[config.mk]
export PLATFORM = sky130hd
export DESIGN_NAME = nvme_queue_pair_engine
export DESIGN_NICKNAME = d
export VERILOG_FILES = /design/src/hdl/nvmeqp_pkg.sv /design/src/hdl/nvme_queue_pair_engine.sv
export SDC_FILE = /design/constraint.sdc
export NUM_CORES = 1
export LEC_CHECK = 0
export BUFFER_PORTS_ARGS = -buffer_cell sky130_fd_sc_hd__buf_4
export CELL_PAD_IN_SITES_DETAIL_PLACEMENT = 0
export CELL_PAD_IN_SITES_GLOBAL_PLACEMENT = 1
export CORE_ASPECT_RATIO = 0.9
export CORE_MARGIN = 3
export CORE_UTILIZATION = 49
export CTS_BUF_LIST = sky130_fd_sc_hd__clkbuf_16
export DETAILED_ROUTE_END_ITERATION = 8
export HOLD_SLACK_MARGIN = 0.12
export MAX_ROUTING_LAYER = met4
export PLACE_DENSITY = 0.83
export SLEW_MARGIN = 20
export SYNTH_ARGS = -nofsm -noshare
export SYNTH_HDL_FRONTEND = slang
export SYNTH_SLANG_ARGS = --single-unit
[constraint.sdc]
create_clock -name clk -period 4.48 [get_ports clk]
set_input_delay 0 -clock clk [delete_from_list [all_inputs] [get_ports clk]]
set_output_delay 0 -clock clk [all_outputs]
set_load 0.02 [all_outputs]
[src/hdl/nvmeqp_pkg.sv]
// Types and constants shared by the NVMe queue pair engine.
// No dependencies.
package nvmeqp_pkg;

	localparam int unsigned PTR_W    = 6;
	localparam int unsigned CID_W    = 16;
	localparam int unsigned OFFSET_W = 19;
	localparam int unsigned SC_W     = 15;
	localparam int unsigned STRIDE_W = 4;

	localparam logic [OFFSET_W-1:0] DB_BASE = 19'h01000;
	localparam logic [SC_W-1:0]     SC_MASK = 15'h7FFF;

	localparam logic FUNC_SUBMIT   = 1'b0;
	localparam logic FUNC_COMPLETE = 1'b1;

	localparam logic QUEUE_ADMIN = 1'b0;
	localparam logic QUEUE_IO    = 1'b1;

	typedef struct packed {
		logic        func;
		logic        queue_sel;
		logic [15:0] cqe_status;
	} cmd_t;

	typedef struct packed {
		logic [PTR_W-1:0]    slot;
		logic [CID_W-1:0]    command_id;
		logic                consumed;
		logic                doorbell_write;
		logic [OFFSET_W-1:0] doorbell_offset;
		logic [PTR_W-1:0]    doorbell_value;
		logic [SC_W-1:0]     status_code;
		logic                failed;
	} rsp_t;

endpackage

[src/hdl/nvme_queue_pair_engine.sv]
// Top level of the NVMe queue pair engine: admin and I/O submission tails,
// completion heads, phase tags and the shared command identifier counter.
// Depends on nvmeqp_pkg.

// The engine takes one transaction per clock while cmd_stall is low and returns
// exactly one result for each: the transaction is captured in an input register,
// the slot, identifier, pointer update and doorbell offset are formed
// combinationally against the current queue state, and the result is held in an
// output register until taken. The queue state is updated in the same cycle the
// result is formed, so back-to-back transactions on the same queue see each
// other. cmd_stall rises only while both registers are full and rsp_stall is
// high. The doorbell stride register is written through cfg_valid/cfg_ready,
// always ready, and must only change while no transaction is in flight.
module nvme_queue_pair_engine
	import nvmeqp_pkg::*;
#(
	parameter int unsigned ADMIN_DEPTH = 64,
	parameter int unsigned IO_DEPTH    = 64
) (
	input  logic                clk,
	input  logic                arst_n,

	input  logic                cfg_valid,
	output logic                cfg_ready,
	input  logic [STRIDE_W-1:0] cfg_data,

	input  logic                cmd_valid,
	output logic                cmd_stall,
	input  cmd_t                cmd,

	output logic                rsp_valid,
	input  logic                rsp_stall,
	output rsp_t                rsp
);

	localparam logic [PTR_W-1:0] ADMIN_LAST = PTR_W'(ADMIN_DEPTH - 1);
	localparam logic [PTR_W-1:0] IO_LAST    = PTR_W'(IO_DEPTH - 1);

	logic [STRIDE_W-1:0] stride_q;
	logic [PTR_W-1:0]    admin_tail_q;
	logic [PTR_W-1:0]    admin_head_q;
	logic                admin_phase_q;
	logic [PTR_W-1:0]    io_tail_q;
	logic [PTR_W-1:0]    io_head_q;
	logic                io_phase_q;
	logic [CID_W-1:0]    cid_q;

	logic                valid_s1;
	cmd_t                item_s1;
	logic                valid_s2;
	rsp_t                rsp_s2;

	logic                stall_s1;
	logic                advance_s1;
	logic                is_submit;
	logic                q_io;
	logic [PTR_W-1:0]    ptr_cur;
	logic [PTR_W-1:0]    ptr_last;
	logic [PTR_W-1:0]    ptr_next;
	logic                phase_cur;
	logic                match;
	logic [4:0]          shift_amt;
	logic [OFFSET_W-1:0] db_off;
	logic                take;
	rsp_t                rsp_next;

	assign cfg_ready  = 1'b1;
	assign stall_s1   = valid_s1 && valid_s2 && rsp_stall;
	assign advance_s1 = valid_s1 && !stall_s1;
	assign cmd_stall  = stall_s1;
	assign rsp_valid  = valid_s2;
	assign rsp        = rsp_s2;

	always_comb begin
		is_submit = (item_s1.func == FUNC_SUBMIT);
		q_io      = (item_s1.queue_sel == QUEUE_IO);
		ptr_last  = q_io ? IO_LAST : ADMIN_LAST;
		phase_cur = q_io ? io_phase_q : admin_phase_q;
		if (is_submit) begin
			ptr_cur = q_io ? io_tail_q : admin_tail_q;
		end else begin
			ptr_cur = q_io ? io_head_q : admin_head_q;
		end
		ptr_next  = (ptr_cur == ptr_last) ? '0 : ptr_cur + PTR_W'(1);
		match     = (item_s1.cqe_status[0] == phase_cur);
		take      = is_submit || match;
		shift_amt = {1'b0, stride_q} + 5'd2;
		db_off    = DB_BASE + (OFFSET_W'({item_s1.queue_sel, item_s1.func}) << shift_amt);

		rsp_next                 = '0;
		rsp_next.slot            = ptr_cur;
		if (is_submit) begin
			rsp_next.command_id = cid_q;
		end
		if (take) begin
			rsp_next.consumed        = 1'b1;
			rsp_next.doorbell_write  = 1'b1;
			rsp_next.doorbell_offset = db_off;
			rsp_next.doorbell_value  = ptr_next;
			if (!is_submit) begin
				rsp_next.status_code = item_s1.cqe_status[SC_W:1] & SC_MASK;
				rsp_next.failed      = (item_s1.cqe_status[SC_W:1] != '0);
			end
		end
	end

	always_ff @(posedge clk or negedge arst_n) begin
		if (!arst_n) begin
			stride_q <= '0;
		end else if (cfg_valid && cfg_ready) begin
			stride_q <= cfg_data;
		end
	end

	always_ff @(posedge clk or negedge arst_n) begin
		if (!arst_n) begin
			valid_s1 <= 1'b0;
		end else if (!stall_s1) begin
			valid_s1 <= cmd_valid;
		end
	end

	always_ff @(posedge clk) begin
		if (cmd_valid && !cmd_stall) begin
			item_s1 <= cmd;
		end
	end

	always_ff @(posedge clk or negedge arst_n) begin
		if (!arst_n) begin
			valid_s2 <= 1'b0;
		end else if (advance_s1) begin
			valid_s2 <= 1'b1;
		end else if (!rsp_stall) begin
			valid_s2 <= 1'b0;
		end
	end

	always_ff @(posedge clk) begin
		if (advance_s1) begin
			rsp_s2 <= rsp_next;
		end
	end

	always_ff @(posedge clk or negedge arst_n) begin
		if (!arst_n) begin
			admin_tail_q  <= '0;
			admin_head_q  <= '0;
			admin_phase_q <= 1'b1;
			io_tail_q     <= '0;
			io_head_q     <= '0;
			io_phase_q    <= 1'b1;
			cid_q         <= CID_W'(1);
		end else if (advance_s1) begin
			if (is_submit) begin
				cid_q <= cid_q + CID_W'(1);
				if (q_io) begin
					io_tail_q <= ptr_next;
				end else begin
					admin_tail_q <= ptr_next;
				end
			end else if (match) begin
				if (q_io) begin
					io_head_q <= ptr_next;
					if (ptr_next == '0) begin
						io_phase_q <= ~io_phase_q;
					end
				end else begin
					admin_head_q <= ptr_next;
					if (ptr_next == '0) begin
						admin_phase_q <= ~admin_phase_q;
					end
				end
			end
		end
	end

`ifndef NO_ASSERTIONS
	a_stall_only_when_full: assert property (@(posedge clk) disable iff (!arst_n)
		cmd_stall |-> (valid_s1 && valid_s2 && rsp_stall))
		else $error("input stalled while a register is free");

	a_cid_advances: assert property (@(posedge clk) disable iff (!arst_n)
		(advance_s1 && is_submit) |=> (cid_q == $past(cid_q) + CID_W'(1)))
		else $error("command identifier did not advance on submit");

	a_state_holds: assert property (@(posedge clk) disable iff (!arst_n)
		!advance_s1 |=> ($stable(admin_tail_q) && $stable(admin_head_q) &&
			$stable(io_tail_q) && $stable(io_head_q) && $stable(cid_q)))
		else $error("queue state changed without a transaction");

	a_mismatch_not_consumed: assert property (@(posedge clk) disable iff (!arst_n)
		(advance_s1 && !is_submit && !match) |=> (valid_s2 && !rsp_s2.consumed))
		else $error("completion with wrong phase was consumed");

	a_pointers_in_range: assert property (@(posedge clk) disable iff (!arst_n)
		(admin_tail_q <= ADMIN_LAST) && (admin_head_q <= ADMIN_LAST) &&
		(io_tail_q <= IO_LAST) && (io_head_q <= IO_LAST))
		else $error("queue pointer beyond depth");
`endif

endmodule

==> flow_summary.yaml, run 1 <==
logic_synthesis:
  synth_nets: 415
  synth_area_mm2: 0.00543
  postSynthCellCount: 383
  ys.warnings.count: 0
  synthDistinctLibCells: 49
  ys.flop_type: "edfxtp_1"
  seq_area_frac_synth: 0.676
  synth_edf_count: 82
  postSynthAreaPerCell_um2: 14.2
  yosys_register_bits: 130
  async_reset_ff_frac: 0.369
global_routing:
  grt_pass1_wl_um: 17500
  gr-total-overflow: 0
  grt_pass1_vias: 3354
  antenna_found_initial: 0
  grt_max_degree: 49
  grtUsageTotal: 0.193
route:
  route.detailed.drc: 0
  wl_met3_um: 563
  first_pass_iters: 4
  drtIter0Drc: 290
  wl_met2_um: 5330
  vias: 3490
  ant_nets: 0
  wire_per_inst_um: 16.8
  routed.top_layer: "met4"
  avgViaCountPerCell: 5.32
  wl_um: 11000
  drt-met1-wl_um: 5010
layout:
  regArea_mm2: 0.00367
  synthToLayoutAreaGrowth_pct: 30.7
  layout.cells.most_common: "buf_4"
  drive_gt1_frac: 0.319
  nets: 546
  multi_input_area_mm2: 0.00167
  layout_common_cells: "95 x buf_4, 82 x edfxtp_1, 45 x dfrtp_1"
  n_antenna_cell: 0
  fillers: 761
critical_path:
  startpoint_type: "flop"
  worstPathRequired_ns: 4.81
  crit_path_end_kind: "flop"
  critPathKind: "reg2reg"
  r2r_start: "q_io$_DFFE_PP_"
  path_max_fanout: 20
  critPathArrivalTime_ns: 3.49
  crit_family: "simple AND/OR/NAND/NOR gates"
  path_cells: "mux2i_1 -> xnor2_1 -> nor2_1 -> nand3_2 -> nor4b_2 -> xor2_1"
  cp-startpoint: "q_io$_DFFE_PP_"
  critPathBufInv: 0
  critPathMaxStageDelay_ns: 1.00
  slowest_stage: "edfxtp_1"
floorplanning:
  dieWidth_um: 117
  ios: 95
  rows: 35
  die_y_um: 106
  start_util: 0.516
  core_area_mm2: 0.0105
  die-area_mm2: 0.0124
placed_design:
  place_ws_ns: 1.32
  dp.final_hpwl_um: 7170
  io_buffers: 93
  routabilityCongestion: 0.866
power_and_ir_drop:
  clkPwrFrac: 0.344
  leakage_nw: 2.95
  ir_worst_vdd_mv: 0.293
  p_switching_mw: 1.16
  swShare: 0.304
  p_seq_frac: 0.437
  p_int_mw: 2.64
  comb_power_share: 0.219
  p_per_area_mw_per_mm2: 535
sta:
  min_period_over_period: 0.704
  fin_crit_ns: 3.15
  skew_ns: 0.00841
  rsz0062_at_grt: "no"
  slew-limit-headroom: 0.338
  worstMarginPinSlew_ns: 0.993
  finalSetupViolCount: 0
  fin_ws_ns: 1.33
  maxSlewViolCount: 0
  hold_violations: 0
  max_clock_freq_mhz: 317
  fin_tns_setup_ns: 0
clock_network:
  cts_setup_buffers: 0
  clk_pin_slew_ns: 0.06
  h-tree-depth: 4
  cts_resized: 0
  clkSinkCount: 130
  numCtsBuffers: 17
  root_buffer: "clkbuf_16"
  tritoncts: "yes"
  clock_path_buffers: 2
  clk-insertion-delay-late_ns: 0.41
  cts_hold_buf: 30
run:
  maxCapViolations: 0
worst_hold_path:
  worst_hold_path_type: "in2async"
status:
  outcome: "finished clean"
per-layer routing:
metal,up-vias,GRT usage
met5,-,-
met4,0,0.0573
met1,1736,0.255
met2,98,0.290
met3,10,0.0574
li1,1646,-
per-stage QoR:
step	util	cells	total power [mW]	hold WS [ns]	area, um^2
floorplan	-	383	2.20	-0.296	5430
global placement	0.593	594	2.46	0.0567	6230
detailed placement	0.593	594	2.48	0.0615	6230
CTS	0.675	656	3.82	0.148	7090
global route	0.675	656	3.97	0.192	7090
finish	0.675	656	3.79	0.139	7090
cell families after synthesis:
family          after synthesis  synth area share
simple gates                145             0.146
flops                       130             0.676
mux                          35            0.0823
compound gates               26            0.0323
xor+xnor                     21            0.0339
buf+inv                      20            0.0173
fa+ha+maj                     5            0.0115
other cells                   1          0.000691
final cells by class:
class,instances,share of cell area
sequential,130,0.517
multi-input combinational,233,0.235
timing repair buffer,125,0.143
clock buffer,17,0.0600
tap,129,0.0228
clock inverter,15,0.0190
inverter,7,0.00370
path summary, 6_finish.rpt:
check | end | slack (ns) | cells past startpoint
max | io_phase_q$_DFFE_PN1P_ | 1.33 | 6
min | cid_q[14]$_DFFE_PN0P_ | 0.14 | 2
max reg2reg | io_phase_q$_DFFE_PN1P_ | 1.33 | 6
min reg2reg | io_tail_q[4]$_DFFE_PN0P_ | 0.48 | 2
max in group asynchronous | admin_tail_q[1]$_DFFE_PN0P_ | 3.93 | 2
min in group clk | item_s1[17]$_DFFE_PP_ | 0.31 | 2
synth_stat cells, types with 2 or more instances:
cell / number / share of area
o22ai_1: 2 / 0.0023
mux2_2: 23 / 0.048
mux2i_1: 6 / 0.011
inv_1: 7 / 0.0048
buf_2: 3 / 0.0028
a21oi_1: 7 / 0.0065
clkbuf_1: 6 / 0.0042
nand4_1: 7 / 0.0081
and2_1: 22 / 0.025
o211ai_1: 3 / 0.0042
xnor2_1: 11 / 0.018
nand3_1: 8 / 0.0074
nor2_1: 35 / 0.024
xor2_1: 10 / 0.016
mux4_2: 4 / 0.017
nor2b_1: 22 / 0.025
ha_1: 5 / 0.012
a31oi_1: 2 / 0.0023
or2_2: 2 / 0.0023
o21ai_1: 2 / 0.0018
and3_1: 5 / 0.0058
edfxtp_1: 82 / 0.45
dfstp_2: 3 / 0.015
buf_4: 2 / 0.0028
nor3_1: 5 / 0.0046
nand2_1: 23 / 0.016
nor4_1: 4 / 0.0046
o21ai_0: 5 / 0.0046
nand2b_1: 3 / 0.0035
dfrtp_1: 45 / 0.21
registers in the layout (all words and copies together) (netlist names):
| name | count |
|---|---|
| admin_head_q | 6 |
| admin_tail_q | 6 |
| io_tail_q | 6 |
| io_phase_q | 1 |
| io_head_q | 6 |
| q_io | 1 |
| valid_s1 | 1 |
| item_s1 | 17 |
| admin_phase_q | 1 |
| rsp | 64 |
| stride_q | 4 |
| cid_q | 16 |
| rsp_valid | 1 |
power groups by stage:
stage | registers, mW | logic, mW | clock network (mW)
6_report | 1.66 | 0.830 | 1.31
3_3_place_gp | 1.67 | 0.789 | 0
5_1_grt | 1.68 | 0.908 | 1.38
4_1_cts | 1.66 | 0.835 | 1.33
3_5_place_dp | 1.68 | 0.804 | 0
2_1_floorplan | 1.73 | 0.471 | 0
Power figures use the tool's default switching activity.
==> inputs of run 2 (changes only) <==
--- a/config.mk
+++ b/config.mk
@@ -5,17 +5,18 @@
 export SDC_FILE = /design/constraint.sdc
 export NUM_CORES = 1
 export LEC_CHECK = 0
+export ABC_AREA = 1
 export BUFFER_PORTS_ARGS = -buffer_cell sky130_fd_sc_hd__buf_4
 export CELL_PAD_IN_SITES_DETAIL_PLACEMENT = 0
 export CELL_PAD_IN_SITES_GLOBAL_PLACEMENT = 1
 export CORE_ASPECT_RATIO = 0.9
 export CORE_MARGIN = 3
-export CORE_UTILIZATION = 49
+export CORE_UTILIZATION = 44
 export CTS_BUF_LIST = sky130_fd_sc_hd__clkbuf_16
 export DETAILED_ROUTE_END_ITERATION = 8
 export HOLD_SLACK_MARGIN = 0.12
 export MAX_ROUTING_LAYER = met4
-export PLACE_DENSITY = 0.83
+export PLACE_DENSITY = 0.79
 export SLEW_MARGIN = 20
 export SYNTH_ARGS = -nofsm -noshare
 export SYNTH_HDL_FRONTEND = slang
==> constraint.sdc (replaced) <==
create_clock -name clk -period 3.2 [get_ports clk]
set_input_delay 0 -clock clk [delete_from_list [all_inputs] [get_ports clk]]
set_output_delay 0 -clock clk [all_outputs]
set_load 0.02 [all_outputs]
==> run 2 against run 1 <==
Via count grew 14%. Global-route usage about the same. Clock skew down 0.0027 ns. Count of clock-buffer cells in the layout did not move. Combinational power is 47% higher. Area after synthesis grew 3.6%. First-iteration DRC count decreased by 10%. Critical path type unchanged. Synthesized cell count up 37%. Flip-flop and latch count did not move. Worst hold slack gained 0.0014 ns. Sequential share of layout area down 2.3 points. Critical path depth is 3 higher.
==> flow_summary.yaml, run 2 <==
status:
  outcome: "finished clean"
layout:
  layout_common_cells: "103 x nand2_1, 95 x buf_4, 82 x edfxtp_1"
  synthToLayoutAreaGrowth_pct: 32.2
  layout.cells.most_common: "nand2_1"
  largest_register_ffs: 64
  final_util: 0.606
  nets: 691
  n_antenna_cell: 0
  drive_gt1_frac: 0.244
critical_path:
  r2r_start: "q_io$_DFFE_PP_"
  critPathMaxStageDelay_ns: 0.45
  r2r_end: "rsp[38]$_SDFFCE_PN0N_"
  critPathArrivalTime_ns: 2.66
  path_max_fanout: 21
  critPathBufInv: 2
  critPathKind: "reg2reg"
  path_cells: "buf_4 -> inv_2 -> o21ai_0 -> nand3_1 -> nor2_1 -> ha_1 -> nor3b_2 -> nand4_1 -> a21oi_1"
  worstPathRequired_ns: 3.45
  crit_path_end_kind: "flop"
  crit_family: "simple AND/OR/NAND/NOR gates"
  slowest_stage: "o21ai_0"
  reg2reg_depth: 9
  startpoint_type: "flop"
  timing.reg2reg.setup_slack_ns: 0.78
floorplanning:
  core_area_mm2: 0.0123
  ios: 95
  rows: 38
  die_y_um: 113
  die-area_mm2: 0.0142
  dieWidth_um: 125
  start_util: 0.458
global_routing:
  grt_pass1_wl_um: 20800
  gr-total-overflow: 0
  grtUsageTotal: 0.193
  grt_pass1_vias: 4066
  grt_max_degree: 49
  antenna_found_initial: 0
clock_network:
  clock_path_buffers: 2
  tritoncts: "yes"
  numCtsBuffers: 17
  root_buffer: "clkbuf_16"
  cts_resized: 0
  clkSinkCount: 130
  clk-insertion-delay-late_ns: 0.41
  h-tree-depth: 4
  clk_pin_slew_ns: 0.06
sta:
  finalSetupViolCount: 0
  fin_tns_setup_ns: 0
  worstMarginPinSlew_ns: 0.730
  fin_crit_ns: 2.42
  max_clock_freq_mhz: 414
  min_period_over_period: 0.755
  rsz0062_at_grt: "no"
  slew-limit-headroom: 0.513
  hold_violations: 0
  maxSlewViolCount: 0
  skew_ns: 0.00568
logic_synthesis:
  seq_area_frac_synth: 0.653
  yosysMostFrequentCell: "nand2_1"
  yosys_register_bits: 130
  netlist_top_cells_area: "edfxtp_1 44%, dfrtp_1 20%, nand2_1 6.9%"
  async_reset_ff_frac: 0.369
  ys.flop_type: "edfxtp_1"
  postSynthAreaPerCell_um2: 10.7
  synth_nets: 555
  ys.warnings.count: 0
  synth_top_cells_by_count: "103 x nand2_1, 82 x edfxtp_1, 70 x inv_1, 69 x nor2_1, 45 x dfrtp_1"
  postSynthCellCount: 523
  yosysTopAreaCell: "edfxtp_1"
  synthDistinctLibCells: 35
  yosysTopAreaCellShare: 0.438
  synth_area_mm2: 0.00562
  synth_edf_count: 82
power_and_ir_drop:
  swShare: 0.295
  p_per_area_mw_per_mm2: 760
  comb_power_share: 0.216
  ir_worst_vdd_mv: 0.437
  clkPwrFrac: 0.369
  leakage_nw: 3.36
  p_seq_frac: 0.415
  p_int_mw: 3.98
  p_switching_mw: 1.66
route:
  first_pass_iters: 5
  drtIter0Drc: 260
  vias: 3984
  wl_um: 12400
  ant_nets: 0
  avgViaCountPerCell: 4.79
  wire_per_inst_um: 14.9
  route.detailed.drc: 0
worst_hold_path:
  worst_hold_path_type: "in2async"
run:
  maxCapViolations: 0
placed_design:
  routabilityCongestion: 0.830
  io_buffers: 93
  dp.final_hpwl_um: 8290
[run 2: metal layers]
| layer | global-route usage | wire length [um] | part of all wire | vias up |
|---|---|---|---|---|
| met5 | - | 0 | 0 | - |
| met4 | 0.0636 | 127 | 0.010 | 0 |
| met3 | 0.0477 | 619 | 0.050 | 10 |
| met2 | 0.307 | 6150 | 0.50 | 106 |
| met1 | 0.246 | 5520 | 0.44 | 1892 |
| li1 | - | - | - | 1976 |
[run 2: worst max-delay path by stage]
stage / startpoint / end / slack, ns / cells past startpoint
after floorplan: rsp_valid$_DFFE_PN0P_ / cid_q[13]$_DFFE_PN0P_ / 0.41 / 7
after global placement: item_s1[17]$_DFFE_PP_ / rsp[16]$_SDFFCE_PN0N_ / 0.96 / 9
after detailed placement: q_io$_DFFE_PP_ / rsp[16]$_SDFFCE_PN0N_ / 0.89 / 12
after CTS: item_s1[17]$_DFFE_PP_ / rsp[38]$_SDFFCE_PN0N_ / 0.81 / 8
after global routing: q_io$_DFFE_PP_ / rsp[38]$_SDFFCE_PN0N_ / 0.57 / 9
final: q_io$_DFFE_PP_ / rsp[38]$_SDFFCE_PN0N_ / 0.78 / 9
[run 2: area by class of cell]
class	instances	area, um^2
Clock buffer	17	425
Clock inverter	15	214
Fill cell	1001	4840
Inverter	77	289
Multi-Input combinational cell	305	1580
Sequential cell	130	3670
Tap cell	160	200
Timing Repair Buffer	128	1050
[run 2: logic make-up (layout without fill, tap and decap cells)]
| family | after synthesis | after routing | synth area share |
|---|---|---|---|
| xor+xnor | 17 | 17 | 0.0298 |
| compound gates | 40 | 40 | 0.0374 |
| other cells | 1 | 1 | 0.000667 |
| flops | 130 | 130 | 0.653 |
| buf+inv | 88 | 237 | 0.0664 |
| fa+ha+maj | 5 | 5 | 0.0111 |
| simple gates | 242 | 242 | 0.202 |
[run 2: stage by stage]
stage | power, mW | std cells | hold WS (ns) | instance area (um^2) | setup slack, ns
2_1_floorplan | 3.15 | 523 | -0.296 | 5620 | 0.414
6_report | 5.65 | 832 | 0.141 | 7430 | 0.783
4_1_cts | 5.70 | 832 | 0.172 | 7430 | 0.806
3_5_place_dp | 3.56 | 768 | 0.0702 | 6470 | 0.886
5_1_grt | 5.95 | 832 | 0.193 | 7430 | 0.570
3_3_place_gp | 3.53 | 768 | 0.0548 | 6470 | 0.965
[run 2: what timing repair did]
action | 4_1_cts | 5_1_grt
endpoints found under the hold margin | 72 | 0
setup endpoints to repair | 0 | 0
setup buffers | 0 | 0
hold buffers | 32 | 0
[run 2: power by group through the flow]
| stage | Clock (mW) | Sequential [mW] | Combinational (mW) |
|---|---|---|---|
| after floorplan | 0 | 2.49 | 0.661 |
| after global placement | 0 | 2.37 | 1.16 |
| after detailed placement | 0 | 2.37 | 1.19 |
| after CTS | 2.12 | 2.35 | 1.23 |
| after global routing | 2.21 | 2.38 | 1.37 |
| final | 2.08 | 2.34 | 1.22 |
==> inputs of run 3 (changes only) <==
--- a/config.mk
+++ b/config.mk
@@ -5,18 +5,18 @@
 export SDC_FILE = /design/constraint.sdc
 export NUM_CORES = 1
 export LEC_CHECK = 0
-export ABC_AREA = 1
+export ABC_AREA = 0
 export BUFFER_PORTS_ARGS = -buffer_cell sky130_fd_sc_hd__buf_4
 export CELL_PAD_IN_SITES_DETAIL_PLACEMENT = 0
 export CELL_PAD_IN_SITES_GLOBAL_PLACEMENT = 1
 export CORE_ASPECT_RATIO = 0.9
 export CORE_MARGIN = 3
-export CORE_UTILIZATION = 44
+export CORE_UTILIZATION = 41
 export CTS_BUF_LIST = sky130_fd_sc_hd__clkbuf_16
 export DETAILED_ROUTE_END_ITERATION = 8
 export HOLD_SLACK_MARGIN = 0.12
 export MAX_ROUTING_LAYER = met4
-export PLACE_DENSITY = 0.79
+export PLACE_DENSITY = 0.74
 export SLEW_MARGIN = 20
 export SYNTH_ARGS = -nofsm -noshare
 export SYNTH_HDL_FRONTEND = slang
==> constraint.sdc (replaced) <==
create_clock -name clk -period 2.1 [get_ports clk]
set_input_delay 0 -clock clk [delete_from_list [all_inputs] [get_ports clk]]
set_output_delay 0 -clock clk [all_outputs]
set_load 0.02 [all_outputs]
==> run 3 against run 2 <==
The run now ends with negative setup slack left. Final cell count is 11% lower. Global-route usage is 2.9 points lower. Critical endpoint is now admin_tail_q[3]$_DFFE_PN0P_. Cell area is 4.5% higher. Largest cell class unchanged. Register-to-register slack worse by 0.91 ns. Worst hold slack better by 0.014 ns. Critical path type unchanged. Via count is 9.7% lower.
==> flow_summary.yaml, run 3 (same netlist as run 1, synthesis figures left out) <==
layout:
  regArea_mm2: 0.00367
  synthToLayoutAreaGrowth_pct: 43.0
  layout.cells.most_common: "buf_4"
  nets: 599
  largest_register_ffs: 64
  n_antenna_cell: 0
  multi_input_area_mm2: 0.00182
  fillers: 993
  final_util: 0.605
  drive_gt1_frac: 0.412
  layout_common_cells: "139 x buf_4, 82 x edfxtp_1, 44 x dfrtp_1"
clock_network:
  h-tree-depth: 4
  clkSinkCount: 130
  clk-insertion-delay-late_ns: 0.41
  root_buffer: "clkbuf_16"
  clk_pin_slew_ns: 0.05
  clock_path_buffers: 2
  numCtsBuffers: 17
  tritoncts: "yes"
power_and_ir_drop:
  ir_worst_vdd_mv: 0.599
  clkPwrFrac: 0.321
  p_switching_mw: 2.50
  p_int_mw: 6.20
  p_per_area_mw_per_mm2: 1120
  swShare: 0.287
  p_seq_frac: 0.405
  comb_power_share: 0.274
  leakage_nw: 3.28
status:
  violations: "negative setup slack"
  outcome: "finished, violations left"
critical_path:
  path_cells: "buf_6 -> mux4_2 -> ha_4 -> nand2_4 -> o22ai_4 -> a21boi_2 -> o22a_4 -> buf_4 -> mux2_2"
  r2r_start: "q_io$_DFFE_PP_"
  r2r_end: "admin_tail_q[3]$_DFFE_PN0P_"
  slowest_stage: "edfxtp_1"
  timing.reg2reg.setup_slack_ns: -0.12
  worstPathRequired_ns: 2.39
  crit_family: "multiplexers"
  crit_path_end_kind: "flop"
  critPathKind: "reg2reg"
  critPathArrivalTime_ns: 2.51
  reg2reg_depth: 9
  path_max_fanout: 8
  critPathMaxStageDelay_ns: 0.41
  critPathBufInv: 2
  startpoint_type: "flop"
global_routing:
  grt_max_degree: 49
  grt_pass1_wl_um: 18000
  gr-total-overflow: 0
  grt_pass1_vias: 3635
  grtUsageTotal: 0.164
  antenna_found_initial: 0
route:
  ant_nets: 0
  wire_per_inst_um: 15.1
  wl_um: 11300
  avgViaCountPerCell: 4.83
  vias: 3596
  first_pass_iters: 4
  route.detailed.drc: 0
  drtIter0Drc: 167
sta:
  slew-limit-headroom: 0.587
  max_clock_freq_mhz: 450
  hold_violations: 0
  worstMarginPinSlew_ns: 0.620
  skew_ns: 0.00665
  min_period_over_period: 1.06
  rsz0062_at_grt: "yes"
  fin_ws_ns: -0.123
  finalSetupViolCount: 10
  maxSlewViolCount: 0
  fin_crit_ns: 2.22
placed_design:
  place_ws_ns: -0.233
  routabilityCongestion: 0.939
  io_buffers: 93
  dp.final_hpwl_um: 7700
run:
  maxCapViolations: 0
floorplanning:
  dieWidth_um: 127
  core_area_mm2: 0.0128
  ios: 95
  die_y_um: 115
  start_util: 0.423
  die-area_mm2: 0.0147
  rows: 39
worst_hold_path:
  worst_hold_path_type: "in2async"
run 3: cell type report:
type | count | area share
inverters | 7 | 0.00387
clock buffers | 17 | 0.0548
multi-input cells | 233 | 0.234
repair buffers | 178 | 0.190
well taps | 164 | 0.0264
clock inverters | 15 | 0.0184
flip-flops and latches | 130 | 0.473
run 3: stage by stage:
step / instance area (um^2) / hold slack, ns / total power [mW] / instances / setup TNS [ns]
2_1_floorplan: 5470 / -0.296 / 4.73 / 383 / -1.44
3_3_place_gp: 6630 / 0.0520 / 5.57 / 668 / -1.66
3_5_place_dp: 6630 / 0.0596 / 5.61 / 668 / -2.89
4_1_cts: 7560 / 0.162 / 8.58 / 733 / -1.07
5_1_grt: 7760 / 0.219 / 9.16 / 744 / -1.83
6_report: 7760 / 0.154 / 8.70 / 744 / -0.845
run 3: repair_timing:
item,CTS,global route
resized for setup,10,26
buffers inserted,3,14
hold buffers,30,0
pin swaps,6,11
endpoints found under the hold margin,72,0
endpoints found under the setup margin,39,53
run 3: metal layers:
metal  GRT usage  wire length [um]  up-vias
li1            -                 -     1742
met1       0.204              4850     1761
met2       0.262              5730       76
met3      0.0404               523       17
met4      0.0565               153        0
met5           -                 0        -
run 3: power by group through the flow:
stage,registers [mW],logic [mW],clock network [mW]
global route,3.60,2.59,2.97
CTS,3.53,2.20,2.85
floorplan,3.69,1.04,0
detailed placement,3.58,2.03,0
global placement,3.56,2.02,0
finish,3.52,2.39,2.79
run 3: worst max-delay path by stage:
| stage | start | depth (start not counted) | endpoint |
|---|---|---|---|
| final | q_io$_DFFE_PP_ | 9 | admin_tail_q[3]$_DFFE_PN0P_ |
| after global routing | q_io$_DFFE_PP_ | 9 | io_phase_q$_DFFE_PN1P_ |
| after CTS | q_io$_DFFE_PP_ | 8 | io_phase_q$_DFFE_PN1P_ |
| after detailed placement | q_io$_DFFE_PP_ | 8 | io_phase_q$_DFFE_PN1P_ |
| after global placement | q_io$_DFFE_PP_ | 8 | io_phase_q$_DFFE_PN1P_ |
| after floorplan | q_io$_DFFE_PP_ | 10 | io_phase_q$_DFFE_PN1P_ |
run 3: worst reg2reg max path, stage by stage (launching register included):
cell and delay (ns):
edfxtp_1 0.41, buf_6 0.15, mux4_2 0.37, ha_4 0.22
nand2_4 0.07, o22ai_4 0.15, a21boi_2 0.08, o22a_4 0.25
buf_4 0.14, mux2_2 0.26
